$ cat src/rtl/sit_ram.sv
// Generic single-write, single-read RAM with a registered read port.
module sit_ram #(
  parameter int WIDTH = 8,
  parameter int DEPTH = 16
) (
  input  logic                     clk,
  input  logic                     we,
  input  logic [$clog2(DEPTH)-1:0] waddr,
  input  logic [WIDTH-1:0]         wdata,
  input  logic [$clog2(DEPTH)-1:0] raddr,
  output logic [WIDTH-1:0]         rdata
);

  logic [WIDTH-1:0] mem [DEPTH];

  always_ff @(posedge clk) begin
    if (we) begin
      mem[waddr] <= wdata;
    end
    rdata <= mem[raddr];
  end

endmodule

$ cat config.mk
export PLATFORM = sky130hd
export DESIGN_NAME = sit_ram
export DESIGN_NICKNAME = d
export VERILOG_FILES = /design/src/rtl/sit_ram.sv
export SDC_FILE = /design/constraint.sdc
export NUM_CORES = 1
export LEC_CHECK = 0
export CAP_MARGIN = 20
export CORE_MARGIN = 8
export CORE_UTILIZATION = 40
export CTS_CLUSTER_SIZE = 12
export DETAILED_ROUTE_END_ITERATION = 12
export DONT_BUFFER_PORTS = 1
export PLACE_DENSITY = 0.59
export SLEW_MARGIN = 15
export SYNTH_ARGS = -nofsm -noshare
export SYNTH_HDL_FRONTEND = slang
export SYNTH_SLANG_ARGS = --single-unit
$ cat constraint.sdc
create_clock -name clk -period 2 [get_ports clk]
set_input_delay 0.1 -clock clk [delete_from_list [all_inputs] [get_ports clk]]
set_output_delay 0.1 -clock clk [all_outputs]
set_load 0.03 [all_outputs]
---- Word level (Yosys, flattened, before mapping) ----
Memory sizes are Yosys's and may differ from the RTL's. A register that Yosys moved wholly into a read port is not among the register bits.
Cells that the tools add are included.
operators by class
  muxes and demuxes ....................... 2
operator list
  operator          number
  1-bit 2-to-1 mux  2
storage, ports and cells
  register bits after elaboration ......... 0
  RAM bits ................................ 128
  bits of input ports ..................... 18
  output and inout bits ................... 8
  word-level logic and storage cells ...... 3
  memories kept ........................... 1
memory list
  name  depth  bits a word  rd ports  clocked after Yosys merged registers in  wr ports  RTL line  RTL
  mem   16     8            1         1                                        1         14        logic [WIDTH-1:0] mem [DEPTH];

---- Longest topological paths before layout ----
  depth in word-level cells ............... 2
  depth in mapped cells ................... 5
  gate-level depth less buffers ........... 3

---- Worst setup path after synthesis ----
Ideal clock, no wire load.
  path type ............................... input -> register
  start ................................... in waddr[2]
  end ..................................... mem mem[0][0], enable pin
  setup time .............................. 0.383 ns
  arrival ................................. 1.210 ns
  required time ........................... 1.617 ns
  slack ................................... 0.407 ns
  cell stages on the path ................. 2
  path buffers ............................ 0
  path through ............................ or3b_2 -> nor3_1
RTL lines
  element          RTL line  RTL
  start, declared  8         input logic [$clog2(DEPTH)-1:0] waddr,
  end, declared    14
Straight into the memory's write port.

==> summary.md <==
| Metric | Value |
|---|---|
| Final Hold Fails | `0` |
| Worst Hold End | `rdata[1]` |
| Vias in the first global route | `2457` |
| Hpwl dp | `6390 µm` |
| Syn Std Cell Area | `5150 µm²` |
| Ys Warns | `0` |
| Reg2reg end | `rdata[1]` |
| Gate power share | `3.5%` |
| Sequential Area | `4000 µm²` |
| Crit share post-route | `72.0%` |
| DRC viols | `0` |
| Max Clk Rate | `694 MHz` |
| Root Buffer | `clkbuf_16` |
| Layout cells sized above 1 | `23.5%` |
| Switching Share | `18.9%` |
| Crit path kind | `reg2reg` |
| Most frequent cells in the layout | `128 x edfxtp_1, 21 x buf_4, 18 x mux4_2, 17 x clkbuf_16, 16 x a22oi_1` |
| Startpoint Class | `register` |
| GR peak layer | `met2` |
| FF-to-FF Start | `mem[1][1]` |
| Worst vdd ir | `0.575 mV` |
| P_leak | `2.03 nW` |
| Sw Pwr | `1.23 mW` |
| Final core occ | `48.5%` |
| Drt total wl | `10200 µm` |
| Area growth syn-to-layout | `18.8%` |
| Sequential share of the synthesized area | `77.8%` |
| Final Max Slew Viols | `0` |
| Worst slack, placed | `591 ps` |
| Worst reg-to-reg setup slack | `560 ps` |
| #FFs+latches synth | `136` |
| Initial core utilization | `40.8%` |
| Drt first pass iters | `4` |
| TritonCTS clock tree | `built` |
| Wire per inst | `22.5 µm` |
| Congestion Overflow GR | `0` |
| Cells after Synth | `229` |
| Die H | `129 µm` |
| FF-to-FF path depth | `3` |
| First-pass GRT wire length | `15400 µm` |
| RSZ-0062 raised after global routing | `false` |
| Clk buf depth | `2` |
| Actual slew at the worst max-slew pin | `718 ps` |
| GRT met3 Usage | `4.15%` |
| Reg power frac | `49.7%` |
| Clk Latency, worst-skew pair | `410 ps` |
| Postcts setup bufs | `0` |
| Placeable Area | `12600 µm²` |
| Nets | `286` |
| IO Count | `26` |
| Commonest non-fill, non-tap cell in the layout | `edfxtp_1` |
| Inst Count DP | `412` |
| Final setup fails | `0` |
| Internal Power | `5.31 mW` |
| Netlist cell types | `19` |
| Post-Syn Area per Cell | `22.5 µm²` |
| Via count | `2380` |
| Power density cells | `1070 nW/µm²` |
| Vias per cell | `5.25` |
| Critical Path Fanout Max | `1` |
| Worst hold-check path type | `in2reg` |
| H-tree depth | `4` |
| CP Capture Type | `register` |
| Maxcap violations | `0` |
| Top_reg_cell synth | `edfxtp_1` |
| Dpl cell area | `5430 µm²` |
| Area of the multi-input gates | `1060 µm²` |
| Clk_skew | `5.88 ps` |
| Non-Filler Instances | `453` |
| Ant. Diodes | `0` |
| Final Cell Area | `6110 µm²` |
| Die area | `16800 µm²` |
| Hold Startpoint | `raddr[1]` |
| Final Worst Setup Slack | `560 ps` |
| TritonCTS Sinks | `136` |
| Post-synth EDFFs | `128` |
| WP data arrival | `1720 ps` |
| DIE WIDTH | `129 µm` |
| PortBufs | `0` |
| Largest net degree at the start of global routing | `33` |
| Post-cts sizing count | `0` |
| Async SR Flop Fraction | `0%` |
| Clock-pin slew on the worst setup and hold paths | `60 ps` |
| Clock power frac | `46.8%` |
| Row cnt | `41` |
| Gr usage total | `13.3%` |
| Antenna violations before repair | `0` |
| Routability cong. | `0.725` |
| Met1 Resource Use GR | `17.9%` |
| CTS Buf Count | `17` |
| Tmin final | `1440 ps` |
| Global Route met2 Usage | `19.3%` |
| Critical Path RT | `2280 ps` |
| Worst Hold Depth | `3` |
| Slew margin rel. | `52.0%` |
| Initial DRC Count | `174` |
| Status | `finished, final reports clean` |
| Setup TNS | `0 ps` |
| ANT nets after route | `0` |
| Synthesized Nets | `247` |
| Filler cell count | `1055` |
registers in the layout, summed over array words and instances (netlist names):
name,cells
mem,128
rdata,8
metal layers:
layer / vias to the layer above / wire length, µm
li1: 1055 / -
met1: 1230 / 4650
met2: 83 / 4680
met3: 12 / 734
met4: 0 / 150
met5: - / 0
how the worst max path moves through the flow:
stage	endpoint	slack (ps)	cells past startpoint	from
2_1_floorplan	mem[0][0]	410	2	waddr[2]
3_3_place_gp	rdata[1]	590	3	mem[1][1]
3_5_place_dp	rdata[1]	590	3	mem[1][1]
4_1_cts	rdata[1]	550	3	mem[1][1]
5_1_grt	rdata[1]	520	3	mem[1][1]
6_report	rdata[1]	560	3	mem[1][1]
metrics by stage:
stage | hold WS [ps] | power, mW
after floorplan | 199 | 3.46
after global placement | 200 | 3.48
after detailed placement | 200 | 3.49
after CTS | 2.39 | 6.60
after global routing | 18.0 | 6.74
final | 11.7 | 6.54
Yosys cell counts, types with 2 or more instances:
master	n	share of area [%]
edfxtp_1	128	75
mux4_2	18	7.9
a22oi_1	16	2.3
mux4_1	14	7.1
nor2_1	13	0.95
nand2_1	9	0.66
dfxtp_1	8	3.1
nor3_1	4	0.39
buf_2	3	0.29
buf_6	3	0.66
clkdlybuf4s25_2	3	0.58
nand2b_1	2	0.24
nand3b_1	2	0.29
power by group through the flow:
stage	clock network [mW]	logic, mW	registers, mW
floorplan	0	0.162	3.30
global placement	0	0.176	3.31
detailed placement	0	0.177	3.31
CTS	3.12	0.231	3.25
global route	3.24	0.245	3.26
finish	3.06	0.226	3.25
worst max-delay path, cell delays in order (launching register included):
cell and delay [ps]:
edfxtp_1 370, mux4_1 500, a22oi_1 330, nand2_1 110
cell families after synthesis:
kind of cell | Yosys count | synth area share, %
mux | 32 | 15.0
flops | 136 | 77.8
buf+inv | 10 | 1.68
compound gates | 16 | 2.33
simple gates | 35 | 3.18
cell type report:
class	count	area share, %
Timing Repair Buffer	30	4.05
Tap cell	172	3.52
Clock buffer	22	7.59
Sequential cell	136	65.5
Clock inverter	10	2.07
Multi-Input combinational cell	83	17.3
repair_timing:
action / CTS / global route
setup endpoints to repair: 0 / 0
hold buffers: 9 / 0
hold endpoints to repair: 131 / 0
No activity file was read; power rests on OpenSTA's default activity.
