**src/rtl/sit_pkg.sv**
```systemverilog
// Shared types, codes and default sizes for the sorted interval table.
package sit_pkg;

  localparam int CAPACITY_DEF   = 64;
  localparam int TIME_WIDTH_DEF = 32;
  localparam int TAG_WIDTH_DEF  = 16;

  localparam int READ_INDEX_W = 6;
  localparam int POSITION_W   = 7;
  localparam int COUNT_W      = 7;
  localparam int STATUS_W     = 3;

  localparam logic OP_INSERT = 1'b0;
  localparam logic OP_READ   = 1'b1;

  localparam logic [STATUS_W-1:0] STATUS_OK    = 3'd0;
  localparam logic [STATUS_W-1:0] STATUS_PREV  = 3'd1;
  localparam logic [STATUS_W-1:0] STATUS_NEXT  = 3'd2;
  localparam logic [STATUS_W-1:0] STATUS_FULL  = 3'd3;
  localparam logic [STATUS_W-1:0] STATUS_RANGE = 3'd4;

  typedef enum logic [3:0] {
    ST_IDLE,
    ST_SCAN,
    ST_SCAN_WAIT,
    ST_CHECK,
    ST_SHIFT_RD,
    ST_SHIFT_WR,
    ST_PLACE,
    ST_READ,
    ST_READ_WAIT,
    ST_DONE
  } state_t;

  typedef struct packed {
    logic [STATUS_W-1:0]   status;
    logic [POSITION_W-1:0] position;
    logic [COUNT_W-1:0]    count;
  } res_hdr_t;

endpackage

```
**src/rtl/sit_ctrl.sv**
```systemverilog
// Sequencer that searches, checks, shifts and reads the interval memory.
module sit_ctrl #(
  parameter int CAPACITY   = sit_pkg::CAPACITY_DEF,
  parameter int TIME_WIDTH = sit_pkg::TIME_WIDTH_DEF,
  parameter int TAG_WIDTH  = sit_pkg::TAG_WIDTH_DEF,
  localparam int AW = $clog2(CAPACITY),
  localparam int EW = 2 * TIME_WIDTH + TAG_WIDTH
) (
  input  logic                              clk,
  input  logic                              rst,
  input  logic                              in_valid,
  output logic                              in_ready,
  input  logic                              opcode,
  input  logic [TIME_WIDTH-1:0]             start_time,
  input  logic [TIME_WIDTH-1:0]             end_time,
  input  logic [TAG_WIDTH-1:0]              tag,
  input  logic [sit_pkg::READ_INDEX_W-1:0]  read_index,
  output logic                              res_valid,
  input  logic                              res_ready,
  output sit_pkg::res_hdr_t                 res_hdr,
  output logic [TIME_WIDTH-1:0]             res_start,
  output logic [TIME_WIDTH-1:0]             res_end,
  output logic [TAG_WIDTH-1:0]              res_tag,
  output logic                              mem_we,
  output logic [AW-1:0]                     mem_waddr,
  output logic [EW-1:0]                     mem_wdata,
  output logic [AW-1:0]                     mem_raddr,
  input  logic [EW-1:0]                     mem_rdata
);

  localparam int CNT_W = $clog2(CAPACITY + 1);
  localparam int CW0   = (CNT_W > sit_pkg::READ_INDEX_W) ? CNT_W : sit_pkg::READ_INDEX_W;
  localparam int CW    = (CW0 > sit_pkg::POSITION_W) ? CW0 : sit_pkg::POSITION_W;

  sit_pkg::state_t state, state_next;

  logic [TIME_WIDTH-1:0]            s_time;
  logic [TIME_WIDTH-1:0]            e_time;
  logic [TAG_WIDTH-1:0]             t_tag;
  logic [sit_pkg::READ_INDEX_W-1:0] ridx;
  logic [CNT_W-1:0]                 cnt;
  logic [CNT_W-1:0]                 idx;
  logic [CNT_W-1:0]                 pos;
  logic [TIME_WIDTH-1:0]            prev_end;
  logic [TIME_WIDTH-1:0]            next_start;
  logic [sit_pkg::STATUS_W-1:0]     res_status;
  logic [CW-1:0]                    res_pos;

  logic [TIME_WIDTH-1:0]        rd_start;
  logic [TIME_WIDTH-1:0]        rd_end;
  logic [TAG_WIDTH-1:0]         rd_tag;
  logic [CW-1:0]                ridx_ext;
  logic [CW-1:0]                cnt_ext;
  logic [CNT_W-1:0]             idx_dec;
  logic                         in_range;
  logic                         found;
  logic [sit_pkg::STATUS_W-1:0] check_status;

  assign rd_start = mem_rdata[EW-1 -: TIME_WIDTH];
  assign rd_end   = mem_rdata[TAG_WIDTH+TIME_WIDTH-1 -: TIME_WIDTH];
  assign rd_tag   = mem_rdata[TAG_WIDTH-1:0];
  assign ridx_ext = CW'(ridx);
  assign cnt_ext  = CW'(cnt);
  assign idx_dec  = idx - CNT_W'(1);
  assign in_range = ridx_ext < cnt_ext;
  assign found    = !(rd_start < s_time);

  // Previous-entry overlap wins over next-entry overlap, which wins over full.
  always_comb begin
    if (pos != '0 && s_time < prev_end) begin
      check_status = sit_pkg::STATUS_PREV;
    end else if (pos != cnt && next_start < e_time) begin
      check_status = sit_pkg::STATUS_NEXT;
    end else if (cnt >= CNT_W'(CAPACITY)) begin
      check_status = sit_pkg::STATUS_FULL;
    end else begin
      check_status = sit_pkg::STATUS_OK;
    end
  end

  always_ff @(posedge clk) begin
    if (rst) begin
      state <= sit_pkg::ST_IDLE;
    end else begin
      state <= state_next;
    end
  end

  always_comb begin
    state_next = state;
    in_ready   = 1'b0;
    res_valid  = 1'b0;
    mem_we     = 1'b0;
    mem_waddr  = pos[AW-1:0];
    mem_wdata  = {s_time, e_time, t_tag};
    mem_raddr  = idx[AW-1:0];
    case (state)
      sit_pkg::ST_IDLE: begin
        in_ready = 1'b1;
        if (in_valid) begin
          state_next = (opcode == sit_pkg::OP_READ) ? sit_pkg::ST_READ : sit_pkg::ST_SCAN;
        end
      end
      sit_pkg::ST_SCAN: begin
        state_next = (idx == cnt) ? sit_pkg::ST_CHECK : sit_pkg::ST_SCAN_WAIT;
      end
      sit_pkg::ST_SCAN_WAIT: begin
        state_next = found ? sit_pkg::ST_CHECK : sit_pkg::ST_SCAN;
      end
      sit_pkg::ST_CHECK: begin
        if (check_status != sit_pkg::STATUS_OK) begin
          state_next = sit_pkg::ST_DONE;
        end else if (pos == cnt) begin
          state_next = sit_pkg::ST_PLACE;
        end else begin
          state_next = sit_pkg::ST_SHIFT_RD;
        end
      end
      sit_pkg::ST_SHIFT_RD: begin
        mem_raddr  = idx_dec[AW-1:0];
        state_next = sit_pkg::ST_SHIFT_WR;
      end
      sit_pkg::ST_SHIFT_WR: begin
        mem_we     = 1'b1;
        mem_waddr  = idx[AW-1:0];
        mem_wdata  = mem_rdata;
        state_next = (idx_dec == pos) ? sit_pkg::ST_PLACE : sit_pkg::ST_SHIFT_RD;
      end
      sit_pkg::ST_PLACE: begin
        mem_we     = 1'b1;
        state_next = sit_pkg::ST_DONE;
      end
      sit_pkg::ST_READ: begin
        mem_raddr  = ridx_ext[AW-1:0];
        state_next = in_range ? sit_pkg::ST_READ_WAIT : sit_pkg::ST_DONE;
      end
      sit_pkg::ST_READ_WAIT: begin
        state_next = sit_pkg::ST_DONE;
      end
      sit_pkg::ST_DONE: begin
        res_valid = 1'b1;
        if (res_ready) begin
          state_next = sit_pkg::ST_IDLE;
        end
      end
      default: begin
        state_next = sit_pkg::ST_IDLE;
      end
    endcase
  end

  always_ff @(posedge clk) begin
    if (rst) begin
      cnt <= '0;
    end else if (state == sit_pkg::ST_PLACE) begin
      cnt <= cnt + CNT_W'(1);
    end
  end

  always_ff @(posedge clk) begin
    case (state)
      sit_pkg::ST_IDLE: begin
        if (in_valid) begin
          s_time <= start_time;
          e_time <= end_time;
          t_tag  <= tag;
          ridx   <= read_index;
          idx    <= '0;
        end
      end
      sit_pkg::ST_SCAN: begin
        if (idx == cnt) begin
          pos <= idx;
        end
      end
      sit_pkg::ST_SCAN_WAIT: begin
        if (found) begin
          pos        <= idx;
          next_start <= rd_start;
        end else begin
          prev_end <= rd_end;
          idx      <= idx + CNT_W'(1);
        end
      end
      sit_pkg::ST_CHECK: begin
        res_status <= check_status;
        res_pos    <= CW'(pos);
        res_start  <= '0;
        res_end    <= '0;
        res_tag    <= '0;
        idx        <= cnt;
      end
      sit_pkg::ST_SHIFT_WR: begin
        idx <= idx_dec;
      end
      sit_pkg::ST_READ: begin
        res_pos    <= ridx_ext;
        res_status <= in_range ? sit_pkg::STATUS_OK : sit_pkg::STATUS_RANGE;
        res_start  <= '0;
        res_end    <= '0;
        res_tag    <= '0;
      end
      sit_pkg::ST_READ_WAIT: begin
        res_start <= rd_start;
        res_end   <= rd_end;
        res_tag   <= rd_tag;
      end
      default: begin
      end
    endcase
  end

  always_comb begin
    res_hdr.status   = res_status;
    res_hdr.position = res_pos[sit_pkg::POSITION_W-1:0];
    res_hdr.count    = cnt_ext[sit_pkg::COUNT_W-1:0];
  end

endmodule

```
**config.mk**
```make
export PLATFORM = sky130hd
export DESIGN_NAME = sit_ctrl
export DESIGN_NICKNAME = d
export VERILOG_FILES = /design/src/rtl/sit_pkg.sv /design/src/rtl/sit_ctrl.sv
export SDC_FILE = /design/constraint.sdc
export NUM_CORES = 1
export LEC_CHECK = 0
export BUFFER_PORTS_ARGS = -buffer_cell sky130_fd_sc_hd__buf_2
export CORE_MARGIN = 4
export CORE_UTILIZATION = 40
export CTS_BUF_LIST = sky130_fd_sc_hd__clkbuf_4 sky130_fd_sc_hd__clkbuf_8
export DETAILED_ROUTE_END_ITERATION = 8
export PLACE_DENSITY = 0.62
export SYNTH_ARGS = -nofsm -noshare
export SYNTH_HDL_FRONTEND = slang
export SYNTH_SLANG_ARGS = --single-unit
```
**constraint.sdc**
```tcl
create_clock -name clk -period 17.9 [get_ports clk]
set_input_delay 0.895 -clock clk [delete_from_list [all_inputs] [get_ports clk]]
set_output_delay 0.895 -clock clk [all_outputs]
set_load 0.01 [all_outputs]
```
; ---- Word level (Yosys, flattened, before mapping)
; Cells that the tools add are included.
[classes]
bitwise = 1
n_addsub = 3
mux = 31
reduce_logical = 18
eq_ne = 18
order_cmp = 5
[ops]
columns = operator, n
row1 = $pmux 32 s2, 2
row2 = $lt 32x32->1, 3
row3 = $mux 80, 1
row4 = $pmux 4 s9, 1
row5 = $pmux 16 s2, 1
row6 = $mux 7, 4
row7 = $pmux 7 s2, 2
row8 = $pmux 7 s4, 1
row9 = $eq 7x7->1, 3
row10 = $eq 4x3->1 const B, 4
row11 = $add 7x1->7 const B, 2
row12 = $mux 4, 3
row13 = $pmux 6 s2, 1
row14 = $mux 2, 5
row15 = $ne 2x2->1 const B, 5
row16 = $mux 3, 3
row17 = $eq 4x2->1 const B, 2
row18 = $eq 4x4->1 const B, 2
row19 = $reduce_and 2->1, 4
row20 = $ge 7x7->1 const B, 1
row21 = $lt 6x7->1, 1
row22 = $ne 7x7->1, 1
row23 = $reduce_bool 7->1, 1
row24 = $sub 7x1->7 const B, 1
row25 = other kinds (12), 22
[totals]
regBits = 265
out_inout_bits = 192
wordCells = 91
input_bits = 171

; ---- Longest topological paths before layout
; Gate-level depths: netlist (run 1).
[depth]
depth_word = 7
ltp_mapped = 10
depth_no_buf = 9

; ---- Worst setup path after synthesis (run 1)
; Ideal clock, no wire load.
[synth_path]
path_type = reg-to-reg
from = reg state[1]
to = reg res_end[0], enable pin
n_path_buf = 1
arrival_time_ns = 6.336
path_stages_with_launch = 5
slack_ns = 10.935
period_less_slack_ns = 6.965
required_ns = 17.271
setup_time_ns = 0.629
path_cell_list = dfxtp_1 > buf_2 > nor2_1 > nand2_1 > o21ai_0
[synth_via]
elab_chain_cells = 3
word_cells_on_any_way = 5
cone_classes = 3 x eq/ne / 2 x reduce/logical
[synth_lines]
columns = item, line_no
row1 = "start, declared", sit_ctrl.sv:35  ; sit_pkg::state_t state, state_next;
row2 = "start signal, assigned", sit_ctrl.sv:83  ; state <= sit_pkg::ST_IDLE;
row3 = "start signal, assigned", sit_ctrl.sv:85  ; state <= state_next;
row4 = $eq 4x3->1 / $eq 4x2->1 (equally long branches), sit_ctrl.sv:161  ; case (state)
row5 = $reduce_or 2->1 (no source line), --
row6 = $reduce_bool 2->1 (no source line) (*), --
row7 = "end signal, assigned", sit_ctrl.sv:205  ; res_end <= rd_end;
row8 = "end, declared", sit_ctrl.sv:22  ; output logic [TIME_WIDTH-1:0] res_end,
; Mark *: on every way between the ends. The rest lies on a longest branch, timed or not.
; A chain may end at the register's enable or synchronous reset.

; ---- Worst setup path after layout (run 1)
[layout_path]
from = reg state[0]
to = out mem_wdata[41]
[layout_via]
elab_chain_cells = 2
[layout_lines]
columns = item, line_no
row1 = $eq 4x3->1, sit_ctrl.sv:97  ; case (state)
row2 = $mux 80, sit_ctrl.sv:97
row3 = "end, declared", sit_ctrl.sv:26  ; output logic [EW-1:0] mem_wdata,
; Every way passes these cells.

==> results of run 1 <==
## how the worst max path moves through the flow
stage / from / to
floorplan: state[1] / res_end[0]
global route: state[0] / mem_wdata[72]
detailed placement: mem_rdata[55] / idx[2]
global placement: mem_rdata[55] / idx[2]
CTS: state[0] / mem_wdata[41]
finish: state[0] / mem_wdata[41]
## layout make-up
class / count / area, um2 / share of cell area, %
Clock inverter: 32 / 170 / 1.05
Inverter: 109 / 409 / 2.52
Tap cell: 442 / 553 / 3.40
Timing Repair Buffer: 368 / 1860 / 11.4
Multi-Input combinational cell: 716 / 4710 / 29.0
Antenna cell: 2 / 5.00 / 0.0308
Clock buffer: 54 / 699 / 4.30
Sequential cell: 265 / 7850 / 48.3
## critical path: stages, from the launching register on
cell and delay (ns):
dfxtp_1 0.77, and3_4 0.54, buf_4 0.88, o21ai_0 0.27
buf_2 0.22
## flip-flops by register name, summed over array words and instances, names as in the netlist
name and count:
res_tag 16, res_start 32, s_time 32, res_end 32
prev_end 32, pos 7, res_pos 7, next_start 32
state 4, cnt 7, idx 7, res_status 3
ridx 6, e_time 32, t_tag 16
## power by group
| part | switching, W | internal (W) | total (W) |
|---|---|---|---|
| clock | 0.000255 | 0.000276 | 0.000532 |
| sequential | 0.0000897 | 0.000844 | 0.000934 |
| combinational | 0.000419 | 0.000249 | 0.000668 |
## per-layer routing
metal	vias to the layer above	part of all wire [%]
li1	4763	-
met1	4720	43
met2	361	47
met3	68	7.8
met4	2	2.4
met5	-	0.034
## through the flow
stage | power (W) | util [%] | instances
2_1_floorplan | 0.00134 | - | 1138
3_3_place_gp | 0.00161 | 47.4 | 1900
3_5_place_dp | 0.00162 | 47.4 | 1900
4_1_cts | 0.00216 | 50.0 | 1986
5_1_grt | 0.00227 | 50.1 | 1988
6_report | 0.00213 | 50.1 | 1988
## kinds of logic (layout without fill, tap and decap cells)
group / Yosys count / in the layout / share of synthesized area, %
simple gates: 387 / 387 / 14.4
buf+inv: 157 / 563 / 4.68
mux: 3 / 3 / 0.229
fa+ha+maj: 102 / 102 / 9.72
flops: 265 / 265 / 59.8
other cells: 0 / 2 / 0
xor+xnor: 33 / 33 / 2.26
compound gates: 191 / 191 / 8.92
## cell usage in the layout (no fill, tap or decap), types with 10 or more instances in the layout
| master | Yosys | layout |
|---|---|---|
| buf_2 | 14 | 362 |
| edfxtp_1 | 254 | 254 |
| nand2_1 | 185 | 185 |
| inv_1 | 109 | 109 |
| ha_1 | 102 | 102 |
| o21ai_0 | 93 | 92 |
| and2_1 | 86 | 85 |
| clkbuf_8 | 0 | 47 |
| nor2_1 | 36 | 34 |
| a21oi_1 | 33 | 33 |
| xor2_1 | 19 | 19 |
| clkinv_1 | 0 | 18 |
| nand4_1 | 14 | 14 |
| a21o_1 | 13 | 13 |
| xnor2_1 | 13 | 13 |
| nand3_1 | 12 | 12 |
| clkinv_2 | 0 | 11 |
| dfxtp_1 | 11 | 11 |
| nor3_1 | 10 | 10 |
==> metrics.yaml, run 1 <==
dr.pass1.iters: 4
grt_use_met2_pct: 34.6
post-route-min-period_ns: 4.28
yosysTopAreaCellShare_pct: 58.1
timing.hold.worst.class: "in2reg"
synth-seq-area-share_pct: 59.8
cts_tree: "built"
synth-async-reset-ratio_pct: 0
synth_commonest_cells: "edfxtp_1 (254), nand2_1 (185), inv_1 (109), ha_1 (102), o21ai_0 (93)"
dp_slack_ns: 13.68
syn_to_final_growth_pct: 23.8
yosys.area.top_type: "edfxtp_1"
avgSynthCellArea_um2: 11.5
die_x_um: 189
gp_congestion: 0.832
drive_gt1_share_pct: 29.3
post_cts_buffers: 0
num_vias: 9914
status: "complete, no violations"
synth.top_cells.by_area: "edfxtp_1 (58%), ha_1 (9.7%), nand2_1 (5.3%)"
wl_per_cell_um: 19.4
ant_nets: 0
synth_warnings: 0
routed_wl_um: 38600
met3_usage_pct: 5.29
clk_pin_slew_ns: 0.06
avgViaCountPerCell: 4.99
fillers: 2995
setup_tns_ns: 0
hold_depth: 1
grt_max_degree: 121
synthesis.area_um2: 13100
grt_pass1_vias: 10226
fin_area_um2: 16300
row_count: 66
die_y_um: 189
hold_viol_final: 0
cts_root_buf: "clkbuf_8"
io_pins: 363
cts_made_buffers: 47
p_leak_nw: 7.01
maxSlewViolCount: 0
max-cap-violations: 0
r2r_slack_ns: 14.55
r2r_cells: 9
start_util_pct: 40.5
crit_type: "reg2out"
tightest_slew_ns: 1.16
hold_path_startpoint: "end_time[21]"
cp_max_fo: 120
rsz0062_at_grt: "no"
synthFlopType: "edfxtp_1"
startpoint_type: "flop"
endpoint_kind: "output port"
synth_cell_types: 59
cts.hold.buffers_added: 0
cts_buffer_depth: 3
cts_sinks: 265
r2r_start: "s_time[7]"
setup_violations: 0
gr-total-overflow: 0
antenna_found_initial: 3
placed_cell_area_um2: 15400
grt_usage_pct: 21.0
fin_ws_ns: 13.62
synth_edf_count: 254
cp.arrival_ns: 3.39
ir_worst_vdd_mv: 0.0691
p_per_area_nw_per_um2: 131
r2r-end: "prev_end[0]"
syn_inst: 1138
drt-initial-drc-count: 593
ys_seq_elements: 265
yosysMostFrequentCell: "edfxtp_1"
slew_headroom_pct: 22.4
holdPathEnd: "e_time[21]"
fin_hold_ws_ns: 0.505
portBuffers: 362
grt_pass1_wl_um: 58700
drc: 0
fin_crit_sh_pct: 23.9
clk_latency_ns: 0.57
syn-num-nets: 1411
core_area_um2: 32500
grt-busiest-layer: "met2"
cts-resized-gates: 0
clock_skew_ns: 0.0163
max_freq_ghz: 0.233
crit_required_ns: 17.01
hpwl_um: 28900
fin_nets: 1780
die_area_um2: 35800
use_met1_pct: 27.7
cts_max_level: 2
(Power assumes the default switching activity.)
==> run 2: changes to the inputs <==
==> constraint.sdc (replaced) <==
create_clock -name clk -period 4 [get_ports clk]
set_input_delay 0.2 -clock clk [delete_from_list [all_inputs] [get_ports clk]]
set_output_delay 0.2 -clock clk [all_outputs]
set_load 0.01 [all_outputs]
==> run 2 against run 1 <==
  * Combinational power rose to 4.7 times the previous value
  * Non-clock buffer count rose by 170
  * Global-route usage rose by 1.3 points
  * Critical endpoint is now mem_raddr[2]
  * Highest routed layer is now met4
==> metrics.yaml, run 2 (synthesis results as in run 1) <==
setup_tns_ns: 0
crit_type: "reg2out"
wl_per_cell_um: 18.8
endpoint_kind: "output port"
max_freq_ghz: 0.289
setup_violations: 0
dp_slack_ns: 0.471
drt-initial-drc-count: 585
startpoint_type: "flop"
cp_max_fo: 19
gp_congestion: 0.860
die_area_um2: 35800
slew_headroom_pct: 28.2
avgViaCountPerCell: 4.93
cp.arrival_ns: 3.26
tightest_slew_ns: 1.07
crit_required_ns: 3.80
max-cap-violations: 0
post_cts_buffers: 0
cts_sinks: 265
clock_skew_ns: 0.0256
rsz0062_at_grt: "no"
cts_root_buf: "clkbuf_8"
cts_tree: "built"
status: "complete, no violations"
clk_latency_ns: 0.58
ir_worst_vdd_mv: 0.453
final_common_cell: "buf_2"
dr.pass1.iters: 5
critPathSlowestCell: "dfxtp_1"
num_vias: 10636
cts_made_buffers: 48
row_count: 66
gr-total-overflow: 0
fin_ws_ns: 0.541
slowest_delay_ns: 0.80
die_y_um: 189
grt_max_degree: 88
cts_buffer_depth: 3
start_util_pct: 40.5
dp.cells: 1903
ant_nets: 0
drc: 0
antenna_found_initial: 1
hpwl_um: 28500
grt_usage_pct: 22.3
final_cell_mix: "buf_2 (362), edfxtp_1 (254), nand2_1 (185), dlygate4sd3_1 (167), inv_1 (109)"
die_x_um: 189
fin_nets: 1951
p_per_area_nw_per_um2: 561
final_cells: 2156
io_pins: 363
fin_crit_sh_pct: 86.5
critPathBufInv: 2
crit_chain: "nand3_1, inv_1, and2_1, nor2_1, o21ai_0, o311ai_0, buf_2"
cts_max_level: 2
fillers: 2771
maxSlewViolCount: 0
grt_pass1_wl_um: 62500
post-route-min-period_ns: 3.46
portBuffers: 362
routed_wl_um: 40600
core_area_um2: 32500
syn_to_final_growth_pct: 38.3
timing.hold.worst.class: "in2reg"
clk_pin_slew_ns: 0.06
hold_viol_final: 0
p_leak_nw: 7.82
path_delay_family: "simple AND/OR/NAND/NOR gates"
grt_pass1_vias: 11189
drive_gt1_share_pct: 27.1
run 2: report_power, final:
part / internal [W] / switching, W / leakage, nW
sequential: 0.00377 / 0.000397 / 2.41
clock: 0.00170 / 0.00116 / 0.548
combinational: 0.00124 / 0.00192 / 4.86
run 2: path summary, 6_finish.rpt:
path	slack (ns)	to	depth (start not counted)	from
setup / recovery	0.54	mem_raddr[2]	7	state[0]
hold / removal	0.11	state[0]	5	res_ready
setup reg to reg	0.74	next_start[28]	8	s_time[23]
hold reg to reg	0.61	pos[6]	0	idx[6]
run 2: layer usage:
layer	global-route usage (%)	vias to the layer above	wire, um
li1	-	5112	-
met1	28.5	5067	17300
met2	37.7	378	19500
met3	5.16	79	2760
met4	7.32	0	1070
met5	0	-	0
run 2: through the flow:
step	hold slack, ns	util, %	total power (W)	instance area, um2
final	0.114	56.0	0.0102	18200
after CTS	0.0762	55.9	0.0103	18200
after global routing	0.105	56.0	0.0108	18200
after global placement	0.377	47.5	0.00720	15400
after detailed placement	0.378	47.5	0.00726	15400
after floorplan	0.299	-	0.00598	13100
run 2: tightest hold or removal path, cell delays in order:
cell and delay, ns:
buf_2 0.10, nand2_1 0.06, nand2_1 0.06, a211o_1 0.11, o22ai_1 0.09
run 2: timing repair:
item / 4_1_cts / 5_1_grt
gates resized for setup: 0 / 0
hold buffers: 167 / 0
setup endpoints to repair: 0 / 0
endpoints found under the hold margin: 237 / 0
run 2: area by class of cell:
class                           count  area [um2]  area share (%)
Sequential cell                   265        7850            43.2
Multi-Input combinational cell    716        4710            25.9
Timing Repair Buffer              538        3590            19.8
Clock buffer                       67         816            4.49
Tap cell                          442         553            3.04
Inverter                          109         409            2.25
Clock inverter                     18         236            1.30
Antenna cell                        1        2.50          0.0138
==> run 3: changes to the inputs <==
--- a/config.mk
+++ b/config.mk
@@ -11,6 +11,7 @@
 export CTS_BUF_LIST = sky130_fd_sc_hd__clkbuf_4 sky130_fd_sc_hd__clkbuf_8
 export DETAILED_ROUTE_END_ITERATION = 8
 export PLACE_DENSITY = 0.62
+export RECOVER_POWER = 50
 export SYNTH_ARGS = -nofsm -noshare
 export SYNTH_HDL_FRONTEND = slang
 export SYNTH_SLANG_ARGS = --single-unit
==> run 3 against run 2 <==
  * The run now ends with max-capacitance violations, max-slew violations left
  * Combinational power down 2%
  * First-iteration DRC count is 2.6% higher
  * Sequential cell count stayed put
  * Critical path depth did not move
  * Sequential share of layout area grew 0.56 points
  * Count of clock-buffer cells in the layout is the same
  * Setup slack improved by 0.17 ns
  * Utilization is 0.72 points lower
  * Cell area shrank 1.3%
  * Hold slack improved by 0.0031 ns
==> metrics.yaml, run 3 (synthesis results as in run 1) <==
clock_skew_ns: 0.0271
start_util_pct: 40.5
gr-total-overflow: 0
path_delay_family: "simple AND/OR/NAND/NOR gates"
cp_max_fo: 19
cts_tree: "built"
cp.arrival_ns: 3.09
grt_pass1_wl_um: 62500
critPathSlowestCell: "dfxtp_1"
final_common_cell: "edfxtp_1"
fin_crit_sh_pct: 82.3
portBuffers: 362
r2r_start: "s_time[23]"
grt_max_degree: 88
hpwl_um: 28500
critPathBufInv: 2
max-cap-violations: 1
cts_max_level: 2
dr.pass1.iters: 5
crit_required_ns: 3.80
r2r_slack_ns: 0.75
row_count: 66
grt_pass1_vias: 11189
hold_path_startpoint: "res_ready"
drc: 0
slowest_delay_ns: 0.72
endpoint_kind: "output port"
drt-initial-drc-count: 600
wl_per_cell_um: 18.8
cts.hold.buffers_added: 167
final_cell_mix: "edfxtp_1 (254), buf_2 (190), nand2_1 (185), clkbuf_1 (172), dlygate4sd3_1 (167)"
tightest_slew_ns: 1.63
ant_nets: 0
drive_gt1_share_pct: 17.0
core_area_um2: 32500
hold_depth: 5
gp_congestion: 0.860
cts_sinks: 265
ir_worst_vdd_mv: 0.457
p_leak_nw: 7.34
post_cts_buffers: 0
status: "complete, but fails checks"
routed_wl_um: 40600
num_vias: 10633
clk_latency_ns: 0.58
die_area_um2: 35800
rsz0062_at_grt: "no"
slew_headroom_pct: -8.49
setup_tns_ns: 0
grt_usage_pct: 22.3
cts_buffer_depth: 3
post-route-min-period_ns: 3.29
fin_nets: 1951
hold_viol_final: 0
p_per_area_nw_per_um2: 566
crit_type: "reg2out"
holdPathEnd: "state[0]"
crit_chain: "nand3_1, inv_1, and2_1, nor2_1, o21ai_0, o311ai_0, buf_2"
r2r_cells: 8
avgViaCountPerCell: 4.93
io_pins: 363
die_y_um: 189
fin_ws_ns: 0.707
fin_hold_ws_ns: 0.117
maxSlewViolCount: 34
setup_violations: 0
r2r-end: "next_start[28]"
final_util_pct: 55.3
startpoint_type: "flop"
cts-resized-gates: 0
cts_made_buffers: 48
final_cells: 2156
violations: "max-capacitance violations, max-slew violations"
cts_root_buf: "clkbuf_8"
dp_slack_ns: 0.471
die_x_um: 189
max_freq_ghz: 0.304
syn_to_final_growth_pct: 36.5
dp.cells: 1903
clk_pin_slew_ns: 0.06
antenna_found_initial: 1
timing.hold.worst.class: "in2reg"
## run 3: changes by cell type in the layout (fill, tap and decap cells not counted), sizes merged
cell | before | now
buf | 371 | 198
clkbuf | 67 | 240
## run 3: metal layers
metal	global-route usage, %	part of all wire [%]	wire length [um]
met5	0	0	0
met3	5.16	7.2	2940
met2	37.7	48	19400
met1	28.5	42	17200
met4	7.32	2.7	1100
## run 3: power by group
| group | switching (W) | internal (W) |
|---|---|---|
| Sequential | 0.000399 | 0.00378 |
| Clock | 0.00116 | 0.00170 |
| Combinational | 0.00192 | 0.00118 |
## run 3: how the worst max path moves through the flow
stage,from,to,slack (ns),cells after the start
final,state[0],mem_raddr[2],0.71,7
after global routing,state[0],mem_raddr[2],0.46,7
after CTS,s_time[5],idx[3],0.49,9
after detailed placement,s_time[5],idx[3],0.47,9
after global placement,s_time[23],next_start[18],0.65,8
after floorplan,state[2],idx[0],0.16,5
## run 3: cell type report
cell class / count / area, um2
Fill cell: 2883 / 14500
Sequential cell: 265 / 7850
Multi-Input combinational cell: 716 / 4700
Timing Repair Buffer: 538 / 3370
Clock buffer: 67 / 816
Tap cell: 442 / 553
Inverter: 109 / 409
Clock inverter: 18 / 236
Antenna cell: 1 / 2.50
## run 3: stage by stage
step,cell area (um2),total power [W]
6_report,17900,0.0101
5_1_grt,17900,0.0108
4_1_cts,18200,0.0103
3_5_place_dp,15400,0.00726
3_3_place_gp,15400,0.00720
2_1_floorplan,13100,0.00598
## run 3: tightest hold or removal path: cells and delay by family
family                 cells  cell delay (ns)
AND/OR/NAND/NOR            2             0.13
AO/OA/AOI/OAI              2             0.21
buffers and inverters      1             0.10
